$ cat config.mk
export PLATFORM = sky130hd
export DESIGN_NAME = meteo_pseudocolor_mapper_core
export DESIGN_NICKNAME = d
export VERILOG_FILES = /design/src/design/mpm_pkg.sv /design/src/design/meteo_pseudocolor_mapper_core.sv
export SDC_FILE = /design/constraint.sdc
export NUM_CORES = 1
export LEC_CHECK = 0
export ABC_AREA = 1
export BUFFER_PORTS_ARGS = -buffer_cell sky130_fd_sc_hd__buf_2
export CELL_PAD_IN_SITES_DETAIL_PLACEMENT = 1
export CELL_PAD_IN_SITES_GLOBAL_PLACEMENT = 1
export CORE_MARGIN = 2
export CORE_UTILIZATION = 42
export DETAILED_ROUTE_END_ITERATION = 16
export PLACE_DENSITY_LB_ADDON = 0.1
export SLEW_MARGIN = 30
export SYNTH_ARGS = -nofsm -noshare
export SYNTH_HDL_FRONTEND = slang
export SYNTH_SLANG_ARGS = --single-unit
$ cat constraint.sdc
create_clock -name clk -period 5.6 [get_ports clk]
set_clock_uncertainty 0.1 [all_clocks]
set_input_delay 0.56 -clock clk [delete_from_list [all_inputs] [get_ports clk]]
set_output_delay 0.56 -clock clk [all_outputs]
set_load 0.03 [all_outputs]
$ cat src/design/mpm_pkg.sv
// Shared pixel type, mode and register codes, and the radar palette of the pseudo-color mapper.
`timescale 1ns / 1ps
`default_nettype none

package mpm_pkg;

	// One RGBA pixel, packed so that red sits in the lowest byte.
	typedef struct packed {
		logic [7:0] alpha;
		logic [7:0] blue;
		logic [7:0] green;
		logic [7:0] red;
	} pixel_t;

	// Mapping modes held in the mode register.
	localparam logic [2:0] MODE_SAT   = 3'd0;
	localparam logic [2:0] MODE_RADAR = 3'd1;
	localparam logic [2:0] MODE_PRCP  = 3'd2;
	localparam logic [2:0] MODE_TEMP  = 3'd3;
	localparam logic [2:0] MODE_WIND  = 3'd4;
	localparam logic [2:0] MODE_GRAY  = 3'd5;

	// Configuration register indexes.
	localparam logic REG_MAP_MODE   = 1'b0;
	localparam logic REG_SAT_OFFSET = 1'b1;

	// The satellite offset comes out of reset at 273.15 with eight fraction bits.
	localparam logic [23:0] SAT_OFFSET_RESET = 24'd69926;

	// Radar codes from RADAR_BASE up to RADAR_TOP select a band; band 0 and codes outside it are clear.
	localparam logic [7:0] RADAR_BASE = 8'd66;
	localparam logic [7:0] RADAR_TOP  = 8'd215;

	localparam pixel_t CLEAR_BLACK = '{alpha: 8'd0, blue: 8'd0, green: 8'd0, red: 8'd0};
	localparam pixel_t CLEAR_WHITE = '{alpha: 8'd0, blue: 8'd255, green: 8'd255, red: 8'd255};

	function automatic pixel_t rgba(input logic [7:0] r, input logic [7:0] g,
		input logic [7:0] b, input logic [7:0] a);
		pixel_t p;
		p.red   = r;
		p.green = g;
		p.blue  = b;
		p.alpha = a;
		return p;
	endfunction

	// Fourteen colored radar reflectivity bands, ten codes wide each; other indexes give clear black.
	function automatic pixel_t radar_color(input logic [3:0] idx);
		pixel_t p;
		unique case (idx)
			4'd1:    p = rgba(8'd122, 8'd114, 8'd239, 8'd255);
			4'd2:    p = rgba(8'd30,  8'd38,  8'd209, 8'd255);
			4'd3:    p = rgba(8'd165, 8'd253, 8'd167, 8'd255);
			4'd4:    p = rgba(8'd0,   8'd235, 8'd0,   8'd255);
			4'd5:    p = rgba(8'd16,  8'd147, 8'd26,  8'd255);
			4'd6:    p = rgba(8'd253, 8'd245, 8'd100, 8'd255);
			4'd7:    p = rgba(8'd199, 8'd200, 8'd2,   8'd255);
			4'd8:    p = rgba(8'd141, 8'd141, 8'd0,   8'd255);
			4'd9:    p = rgba(8'd255, 8'd173, 8'd173, 8'd255);
			4'd10:   p = rgba(8'd255, 8'd100, 8'd92,  8'd255);
			4'd11:   p = rgba(8'd239, 8'd2,   8'd48,  8'd255);
			4'd12:   p = rgba(8'd213, 8'd143, 8'd255, 8'd255);
			4'd13:   p = rgba(8'd171, 8'd36,  8'd251, 8'd255);
			4'd14:   p = rgba(8'd131, 8'd20,  8'd80,  8'd255);
			default: p = CLEAR_BLACK;
		endcase
		return p;
	endfunction

endpackage

`default_nettype wire

$ cat src/design/meteo_pseudocolor_mapper_core.sv
// Top level of the pseudo-color mapper: a three-stage pipeline from sample to RGBA pixel.
//
// The input stream carries one grid sample per request: a signed fixed-point value
// with FRAC_BITS fraction bits and a raw radar code. The output stream returns one
// RGBA pixel per request, colored by the mode register (satellite ramps, radar
// palette, precipitation, temperature and wind thresholds, or gray).
// The configuration port writes the mode and the satellite offset; the user must make writes
// only while no request is in flight, as the block does not enforce this.
// A request passes through the stage-one, stage-two and output registers in order; a new
// request is taken every cycle while the output does not stall. Stage one forms the
// offset difference, the Kelvin difference and the gray magnitude; stage two finds the
// band and its local offset, looks up the threshold palettes and folds the gray value
// modulo 255; stage three applies the ramp multipliers and selects the final pixel into
// the output register.
// Each stage has its own valid bit and moves whenever the stage after it is free, so
// a stall on the output fills bubbles first and then holds everything in place.
// Reset clears the valid bits and loads the mode and offset registers with their
// defaults; the pipeline is empty after reset.
`timescale 1ns / 1ps
`default_nettype none

module meteo_pseudocolor_mapper_core #(
	parameter int FRAC_BITS = 8
) (
	input  wire         clk,
	input  wire         arst_n,
	// Input stream. tdata: sample [23:0], radar_byte [31:24].
	input  wire         s_axis_tvalid,
	output logic        s_axis_tready,
	input  wire  [31:0] s_axis_tdata,
	// Output stream. tdata: red [7:0], green [15:8], blue [23:16], alpha [31:24].
	output logic        m_axis_tvalid,
	input  wire         m_axis_tready,
	output logic [31:0] m_axis_tdata,
	// Configuration write port.
	input  wire         cfg_we,
	input  wire         cfg_index,
	input  wire  [23:0] cfg_data
);
	import mpm_pkg::*;

	localparam int SC = 1 << FRAC_BITS;
	// Width of the magnitude of the integer part of a 24-bit sample.
	localparam int IW = 24 - FRAC_BITS;
	// Offset inside a satellite band stays below 64 units; ramp products below 256.
	localparam int EW = FRAC_BITS + 6;
	localparam int PW = FRAC_BITS + 8;

	localparam logic signed [24:0] KELVIN_FX = 25'((27315 * SC + 50) / 100);
	localparam logic signed [24:0] RAIN_MIN  = 25'((11 * SC + 50) / 100);

	// Satellite band edges.
	localparam logic signed [24:0] D_M100 = 25'(-100 * SC);
	localparam logic signed [24:0] D_M90  = 25'(-90 * SC);
	localparam logic signed [24:0] D_M80  = 25'(-80 * SC);
	localparam logic signed [24:0] D_M70  = 25'(-70 * SC);
	localparam logic signed [24:0] D_M60  = 25'(-60 * SC);
	localparam logic signed [24:0] D_M50  = 25'(-50 * SC);
	localparam logic signed [24:0] D_M30  = 25'(-30 * SC);
	localparam logic signed [24:0] D_P20  = 25'(20 * SC);

	// Generic integer thresholds, used by several palettes.
	localparam logic signed [24:0] T_M20 = 25'(-20 * SC);
	localparam logic signed [24:0] T_M15 = 25'(-15 * SC);
	localparam logic signed [24:0] T_M10 = 25'(-10 * SC);
	localparam logic signed [24:0] T_M5  = 25'(-5 * SC);
	localparam logic signed [24:0] T_4   = 25'(4 * SC);
	localparam logic signed [24:0] T_5   = 25'(5 * SC);
	localparam logic signed [24:0] T_6   = 25'(6 * SC);
	localparam logic signed [24:0] T_8   = 25'(8 * SC);
	localparam logic signed [24:0] T_10  = 25'(10 * SC);
	localparam logic signed [24:0] T_12  = 25'(12 * SC);
	localparam logic signed [24:0] T_14  = 25'(14 * SC);
	localparam logic signed [24:0] T_15  = 25'(15 * SC);
	localparam logic signed [24:0] T_18  = 25'(18 * SC);
	localparam logic signed [24:0] T_20  = 25'(20 * SC);
	localparam logic signed [24:0] T_21  = 25'(21 * SC);
	localparam logic signed [24:0] T_25  = 25'(25 * SC);
	localparam logic signed [24:0] T_29  = 25'(29 * SC);
	localparam logic signed [24:0] T_30  = 25'(30 * SC);
	localparam logic signed [24:0] T_33  = 25'(33 * SC);
	localparam logic signed [24:0] T_35  = 25'(35 * SC);
	localparam logic signed [24:0] T_37  = 25'(37 * SC);
	localparam logic signed [24:0] T_50  = 25'(50 * SC);
	localparam logic signed [24:0] T_100 = 25'(100 * SC);
	localparam logic signed [24:0] T_250 = 25'(250 * SC);
	localparam logic signed [24:0] T_255 = 25'(255 * SC);
	localparam logic signed [24:0] T_500 = 25'(500 * SC);

	// Ramp constants at product width.
	localparam logic [PW-1:0] K100 = PW'(100 * SC);
	localparam logic [PW-1:0] K255 = PW'(255 * SC);

	typedef enum logic [2:0] {
		SB_NONE,
		SB_DARK,
		SB_RISE,
		SB_RED,
		SB_GREEN,
		SB_BLUE,
		SB_CYAN,
		SB_FADE
	} sat_band_t;

	// Configuration registers.
	logic [2:0]  map_mode_q;
	logic [23:0] sat_offset_q;

	always_ff @(posedge clk or negedge arst_n) begin
		if (!arst_n) begin
			map_mode_q   <= MODE_SAT;
			sat_offset_q <= SAT_OFFSET_RESET;
		end else if (cfg_we) begin
			unique case (cfg_index)
				REG_MAP_MODE:   map_mode_q   <= cfg_data[2:0];
				REG_SAT_OFFSET: sat_offset_q <= cfg_data;
				default:        ;
			endcase
		end
	end

	// Per-stage flow control: a stage moves when it is empty or its successor moves.
	logic v_s1, v_s2, v_s3;
	logic rdy1, rdy2, rdy3;

	assign rdy3          = !v_s3 || m_axis_tready;
	assign rdy2          = !v_s2 || rdy3;
	assign rdy1          = !v_s1 || rdy2;
	assign s_axis_tready = rdy1;

	always_ff @(posedge clk or negedge arst_n) begin
		if (!arst_n) begin
			v_s1 <= 1'b0;
			v_s2 <= 1'b0;
			v_s3 <= 1'b0;
		end else begin
			if (rdy1) v_s1 <= s_axis_tvalid;
			if (rdy2) v_s2 <= v_s1;
			if (rdy3) v_s3 <= v_s2;
		end
	end

	// Stage one: differences and gray magnitude.
	logic signed [24:0] sx_in, off_in, d_in, t_in;
	logic [24:0]        mag_in;
	logic [IW-1:0]      absi_in;
	logic               direct_in;

	assign sx_in     = signed'({s_axis_tdata[23], s_axis_tdata[23:0]});
	assign off_in    = signed'({sat_offset_q[23], sat_offset_q});
	assign d_in      = sx_in - off_in;
	assign t_in      = sx_in - KELVIN_FX;
	assign mag_in    = sx_in[24] ? 25'(25'sd0 - sx_in) : 25'(sx_in);
	assign absi_in   = IW'(mag_in >> FRAC_BITS);
	assign direct_in = !sx_in[24] && (sx_in <= T_255);

	logic signed [24:0] d_s1, t_s1, sx_s1;
	logic [7:0]         byte_s1;
	logic [2:0]         mode_s1;
	logic [IW-1:0]      absi_s1;
	logic               neg_s1, direct_s1;

	always_ff @(posedge clk) begin
		if (s_axis_tvalid && rdy1) begin
			d_s1      <= d_in;
			t_s1      <= t_in;
			sx_s1     <= sx_in;
			byte_s1   <= s_axis_tdata[31:24];
			mode_s1   <= map_mode_q;
			absi_s1   <= absi_in;
			neg_s1    <= sx_in[24];
			direct_s1 <= direct_in;
		end
	end

	// Stage two: satellite band and offset within it.
	sat_band_t          band_c;
	logic signed [24:0] base_c, efull_c;

	always_comb begin
		band_c = SB_NONE;
		base_c = 25'sd0;
		if (d_s1 < D_M100) begin
			band_c = SB_NONE;
		end else if (d_s1 < D_M90) begin
			band_c = SB_DARK;
			base_c = -D_M100;
		end else if (d_s1 < D_M80) begin
			band_c = SB_RISE;
			base_c = -D_M90;
		end else if (d_s1 < D_M70) begin
			band_c = SB_RED;
			base_c = -D_M80;
		end else if (d_s1 < D_M60) begin
			band_c = SB_GREEN;
			base_c = -D_M70;
		end else if (d_s1 < D_M50) begin
			band_c = SB_BLUE;
			base_c = -D_M60;
		end else if (d_s1 < D_M30) begin
			band_c = SB_CYAN;
			base_c = -D_M50;
		end else if (d_s1 < D_P20) begin
			band_c = SB_FADE;
			base_c = -D_M30;
		end
	end

	assign efull_c = d_s1 + base_c;

	// Stage two: radar band index, (code - 66) / 10 by reciprocal multiply.
	logic [7:0]  rdiff_c;
	logic [15:0] rprod_c;
	logic [3:0]  ridx_c;

	assign rdiff_c = byte_s1 - RADAR_BASE;
	assign rprod_c = 16'(rdiff_c) * 16'd205;
	assign ridx_c  = (byte_s1 >= RADAR_BASE && byte_s1 <= RADAR_TOP) ? rprod_c[14:11] : 4'd0;

	// Stage two: threshold palettes.
	pixel_t prcp_c, temp_c, wind_c, pal_c;

	always_comb begin
		if (sx_s1 < RAIN_MIN)   prcp_c = CLEAR_WHITE;
		else if (sx_s1 < T_10)  prcp_c = rgba(8'd170, 8'd240, 8'd144, 8'd255);
		else if (sx_s1 < T_25)  prcp_c = rgba(8'd61,  8'd183, 8'd64,  8'd255);
		else if (sx_s1 < T_50)  prcp_c = rgba(8'd93,  8'd182, 8'd255, 8'd255);
		else if (sx_s1 < T_100) prcp_c = rgba(8'd1,   8'd1,   8'd219, 8'd255);
		else if (sx_s1 < T_250) prcp_c = rgba(8'd253, 8'd1,   8'd246, 8'd255);
		else if (sx_s1 < T_500) prcp_c = rgba(8'd129, 8'd1,   8'd65,  8'd255);
		else                    prcp_c = CLEAR_WHITE;
	end

	always_comb begin
		if (t_s1 < T_M20)      temp_c = rgba(8'd0,   8'd0,   8'd254, 8'd255);
		else if (t_s1 < T_M15) temp_c = rgba(8'd0,   8'd128, 8'd255, 8'd255);
		else if (t_s1 < T_M10) temp_c = rgba(8'd0,   8'd225, 8'd255, 8'd255);
		else if (t_s1 < T_M5)  temp_c = rgba(8'd0,   8'd255, 8'd208, 8'd255);
		else if (t_s1[24])     temp_c = rgba(8'd0,   8'd255, 8'd149, 8'd255);
		else if (t_s1 < T_5)   temp_c = rgba(8'd0,   8'd255, 8'd109, 8'd255);
		else if (t_s1 < T_10)  temp_c = rgba(8'd0,   8'd255, 8'd17,  8'd255);
		else if (t_s1 < T_15)  temp_c = rgba(8'd118, 8'd255, 8'd0,   8'd255);
		else if (t_s1 < T_20)  temp_c = rgba(8'd172, 8'd255, 8'd0,   8'd255);
		else if (t_s1 < T_25)  temp_c = rgba(8'd222, 8'd251, 8'd109, 8'd255);
		else if (t_s1 < T_30)  temp_c = rgba(8'd255, 8'd255, 8'd129, 8'd255);
		else if (t_s1 < T_35)  temp_c = rgba(8'd245, 8'd222, 8'd214, 8'd255);
		else if (t_s1 < T_37)  temp_c = rgba(8'd255, 8'd191, 8'd191, 8'd255);
		else                   temp_c = rgba(8'd255, 8'd85,  8'd1,   8'd255);
	end

	always_comb begin
		if (sx_s1 < T_4)       wind_c = CLEAR_WHITE;
		else if (sx_s1 < T_6)  wind_c = rgba(8'd232, 8'd245, 8'd155, 8'd255);
		else if (sx_s1 < T_8)  wind_c = rgba(8'd226, 8'd239, 8'd15,  8'd255);
		else if (sx_s1 < T_12) wind_c = rgba(8'd255, 8'd238, 8'd124, 8'd255);
		else if (sx_s1 < T_14) wind_c = rgba(8'd238, 8'd166, 8'd83,  8'd255);
		else if (sx_s1 < T_18) wind_c = rgba(8'd222, 8'd123, 8'd55,  8'd255);
		else if (sx_s1 < T_21) wind_c = rgba(8'd236, 8'd83,  8'd163, 8'd255);
		else if (sx_s1 < T_25) wind_c = rgba(8'd155, 8'd162, 8'd118, 8'd255);
		else if (sx_s1 < T_29) wind_c = rgba(8'd126, 8'd150, 8'd255, 8'd255);
		else if (sx_s1 < T_33) wind_c = rgba(8'd141, 8'd178, 8'd255, 8'd255);
		else                   wind_c = rgba(8'd180, 8'd201, 8'd255, 8'd255);
	end

	always_comb begin
		case (mode_s1)
			MODE_RADAR: pal_c = radar_color(ridx_c);
			MODE_PRCP:  pal_c = prcp_c;
			MODE_TEMP:  pal_c = temp_c;
			MODE_WIND:  pal_c = wind_c;
			default:    pal_c = CLEAR_BLACK;
		endcase
	end

	// Stage two: fold the gray magnitude modulo 255 (256 is one more than 255).
	logic [12:0] sum1_c;
	logic [8:0]  sum2_c;

	assign sum1_c = 13'(absi_s1 >> 8) + 13'(absi_s1[7:0]);
	assign sum2_c = 9'(sum1_c[12:8]) + 9'(sum1_c[7:0]);

	logic [2:0]    mode_s2;
	sat_band_t     band_s2;
	logic [EW-1:0] e_s2;
	pixel_t        pal_s2;
	logic [8:0]    sum2_s2;
	logic [7:0]    low_s2;
	logic          neg_s2, direct_s2;

	always_ff @(posedge clk) begin
		if (v_s1 && rdy2) begin
			mode_s2   <= mode_s1;
			band_s2   <= band_c;
			e_s2      <= efull_c[EW-1:0];
			pal_s2    <= pal_c;
			sum2_s2   <= sum2_c;
			low_s2    <= absi_s1[7:0];
			neg_s2    <= neg_s1;
			direct_s2 <= direct_s1;
		end
	end

	// Stage three: ramp products by shift and add.
	logic [PW-1:0] ez, p5, p10, p20, dif100, dif255_20, dif255_5;
	logic [7:0]    lo_v, rise_b, ramp20_v, cyan_v, cyan_gb, fade_v;

	assign ez        = PW'(e_s2);
	assign p5        = (ez << 2) + ez;
	assign p10       = p5 << 1;
	assign p20       = p5 << 2;
	assign dif100    = K100 - p10;
	assign dif255_20 = K255 - p20;
	assign dif255_5  = K255 - p5;
	assign lo_v      = 8'd55 + p20[FRAC_BITS +: 8];
	assign rise_b    = dif100[FRAC_BITS +: 8];
	assign ramp20_v  = dif255_20[FRAC_BITS +: 8];
	assign cyan_v    = p10[FRAC_BITS +: 8];
	assign cyan_gb   = cyan_v + 8'd30;
	assign fade_v    = dif255_5[FRAC_BITS +: 8];

	pixel_t sat_c;

	always_comb begin
		unique case (band_s2)
			SB_DARK:  sat_c = rgba(lo_v, lo_v, lo_v, 8'd255);
			SB_RISE:  sat_c = rgba(lo_v, lo_v, rise_b, 8'd255);
			SB_RED:   sat_c = rgba(ramp20_v, 8'd40, 8'd0, 8'd255);
			SB_GREEN: sat_c = rgba(8'd0, ramp20_v, 8'd0, 8'd255);
			SB_BLUE:  sat_c = rgba(8'd0, 8'd0, ramp20_v, 8'd255);
			SB_CYAN:  sat_c = rgba(cyan_v, cyan_gb, cyan_gb, 8'd255);
			SB_FADE:  sat_c = rgba(fade_v, fade_v, fade_v, 8'd255);
			default:  sat_c = CLEAR_BLACK;
		endcase
	end

	// Stage three: finish the remainder and apply the sign of the integer part.
	logic [8:0] m9;
	logic [7:0] gray_v;

	assign m9     = (sum2_s2 >= 9'd255) ? (sum2_s2 - 9'd255) : sum2_s2;
	assign gray_v = direct_s2 ? low_s2 : (neg_s2 ? (8'd0 - m9[7:0]) : m9[7:0]);

	pixel_t out_c, out_s3;

	always_comb begin
		case (mode_s2) inside
			MODE_SAT:                                  out_c = sat_c;
			MODE_RADAR, MODE_PRCP, MODE_TEMP, MODE_WIND: out_c = pal_s2;
			default:                                   out_c = rgba(gray_v, gray_v, gray_v,
			                                                        8'd255);
		endcase
	end

	always_ff @(posedge clk) begin
		if (v_s2 && rdy3) begin
			out_s3 <= out_c;
		end
	end

	assign m_axis_tvalid = v_s3;
	assign m_axis_tdata  = out_s3;

endmodule

`default_nettype wire

==> impl_metrics.ini <==
[clock_network]
root_buffer = clkbuf_16
htreeDepth = 1
path_clk_slew_ns = 0.07
cts.sinks = 211
cts_buffers = 25
cts.path.max_buffers = 3
clk_latency_ns = 0.54
cts_tree = yes

[synth]
syn_area_per_cell_um2 = 7.88
syn-num-nets = 2200
ys.warnings.count = 0
synth_seq_area_share = 0.389
synth_seq_cells = 211
synth_edf_count = 181
yosys.cell_count.top_type = nand2_1
ys_async_sr_fraction = 0.142
synth_top_area_cell = edfxtp_1
synth.top_cell.area_share = 0.341
synth_common_cells = 496 x nand2_1, 280 x inv_1, 181 x edfxtp_1
syn_area_mm2 = 0.0159
yosys.cell_types.count = 61
ys_top_cells_by_area = edfxtp_1 34%, nand2_1 12%, ha_1 8.2%
ys.flop_type = edfxtp_1
synth_cells = 2021

[setup_path]
worst_ep_arrival_time_ns = 5.65
required_ns = 5.87
crit_path_frequent_cell = inv_2
worstSetupStartpointType = flop
crit_fanout = 4
max_stage_delay_ns = 0.52
cp-end-kind = flop
critical_path_class = flop to flop
slowest_stage = fa_1

[floorplanning]
ios = 96
start_util = 0.425
rows = 71
dieWidth_um = 199
die_h_um = 199
dieArea_mm2 = 0.0395
coreArea_mm2 = 0.0375

[drt]
drc = 0
finalWirelength_mm = 51.0
drt_iter0_markers = 575
drt-pass1-iter-count = 5
drt-vias-per-instance = 5.32
vias = 14300
ant_nets = 0
wl_per_cell_um = 19.0

[place]
routabilityCongestion = 0.947
hpwl_mm = 41.5
io_buffers = 95
dpl.cell_count = 2630
place_ws_ns = -0.144

[timing]
worst_pin_slew_ns = 0.778
hold_violations = 1
post-route-period-util = 0.960
layout_min_cycle_time_ns = 5.38
fmax_mhz = 186
slew_violations = 0
worst_slack_ns = 0.222
finalSetupViolations = 0
relSlewSlack = 0.481
whs_ns = -0.00152

[grt]
globalRouteOverflowTotal = 0
grt_use_total = 0.263
grt_pass1_wl_mm = 80.7
grt_pass1_vias = 14900
antenna_found_initial = 0
grt_max_degree = 49

[pwr]
powerDensity_mw_per_mm2 = 531
ir_drop_mv = 0.330
fin_total_pwr_mw = 9.66
leakage_nw = 8.41

[hold_path]
min_path_type = input pin to asynchronous set/reset pin

[finish]
nets = 2333
n_antenna_cell = 0
n_fill_cell = 4614
stdcell_count = 2683
drive_above_1_share = 0.147
area_growth_pct = 14.3

[status]
outcome = complete, but fails checks
violations = hold timing

[flow_run]
maxCapViolations = 0
## cell families (layout without fill, tap and decap cells)
group | after synthesis | count (layout) | synth area share
adder cells (fa/ha/maj) | 117 | 117 | 0.0980
buffers and inverters | 324 | 475 | 0.0802
flip-flops | 211 | 211 | 0.389
AO/OA/AOI/OAI | 326 | 326 | 0.118
XOR/XNOR | 86 | 86 | 0.0473
AND/OR/NAND/NOR | 957 | 957 | 0.268
## per-stage QoR
step	TNS, ns	util	cell area, um2
after floorplan	0	-	15900
after global placement	0	0.457	17100
after detailed placement	-1.25	0.458	17200
after CTS	0	0.480	18000
after global routing	-0.353	0.486	18200
final	0	0.486	18200
## worst max-delay path, delay by kind of cell (launching register included)
family | cells | cell delay (ns)
flops | 1 | 0.41
buf+inv | 11 | 0.82
compound gates | 3 | 0.40
xor+xnor | 2 | 0.35
simple gates | 7 | 0.68
fa+ha+maj | 7 | 2.42
## state kept, by name, summed over array words and instances, names as in the netlist, 3 cells and up
register / cells
e_s2: 14
map_mode_q: 3
t_s1: 17
sx_s1: 22
pal_s2: 25
band_s2: 3
low_s2: 8
byte_s1: 8
mode_s1: 3
sat_offset_q: 24
mode_s2: 3
d_s1: 25
absi_s1: 16
sum2_s2: 9
m_axis_tdata: 25
## power by group
group / switching (mW) / total (mW) / leakage (nW) / internal (mW)
Combinational: 3.72 / 5.71 / 5.95 / 1.99
Sequential: 0.240 / 2.43 / 2.10 / 2.19
Clock: 0.665 / 1.53 / 0.357 / 0.865
Total: 4.63 / 9.66 / 8.41 / 5.04
## area by class of cell
type                       count  area, um2  share of cell area
clock buffer                  27        633              0.0348
timing repair buffer         137        806              0.0442
clock inverter                18        130             0.00714
tap                          511        639              0.0351
inverter                     293       1100              0.0606
multi-input combinational   1486       8710               0.478
sequential                   211       6190               0.340
## layout by cell type (no fill, tap or decap), types with 7 or more instances in the layout
cell / instances
o2111ai_1: 9
ha_1: 96
nor3_2: 7
xnor2_1: 27
nor4_1: 7
edfxtp_1: 181
nor2_2: 12
o211ai_1: 21
o21ai_0: 95
a21boi_1: 7
o21bai_1: 7
nand3_2: 13
a21oi_1: 117
nand4_1: 40
inv_2: 24
o21ai_1: 22
buf_4: 38
fa_1: 13
nand2_2: 30
nand2_4: 7
nand3_1: 144
xor2_1: 55
nor2_1: 156
nor3_1: 23
nor2_4: 7
clkinv_1: 10
inv_1: 264
clkbuf_16: 25
dfrtp_1: 24
nand2_1: 488
buf_2: 95
## final timing paths
| check | from | end | slack [ns] | cells after the start |
|---|---|---|---|---|
| max | byte_s1[2]$_DFFE_PP_ | pal_s2[3]$_DFFE_PP_ | 0.22 | 30 |
| min | arst_n | sat_offset_q[17]$_DFFE_PN0P_ | -0.002 | 1 |
| max reg2reg | byte_s1[2]$_DFFE_PP_ | pal_s2[3]$_DFFE_PP_ | 0.22 | 30 |
| min reg2reg | d_s1[2]$_DFFE_PP_ | e_s2[2]$_DFFE_PP_ | 0.32 | 0 |
| max in group asynchronous | arst_n | m_axis_tvalid$_DFFE_PN0P_ | 4.90 | 1 |
| min in group clk | s_axis_tdata[24] | byte_s1[0]$_DFFE_PP_ | 0.09 | 1 |
## routing by layer
layer  routed length (um)  share of wire  up-vias  GRT usage
met4                 1690          0.033        0     0.0918
met5                    0              0        -          0
met2                24800           0.49      245      0.465
met3                 1590          0.031       85     0.0275
met1                22900           0.45     6912      0.335
li1                     -              -     7033          -
## what timing repair did
| item | 4_1_cts | 5_1_grt |
|---|---|---|
| resized for setup | 7 | 50 |
| pin swaps | 8 | 27 |
| cloned | 0 | 0 |
| hold buffers | 0 | 0 |
| buffers inserted | 4 | 4 |
| hold endpoints to repair | 0 | 0 |
| setup endpoints to repair | 25 | 25 |
(Power assumes the default switching activity.)
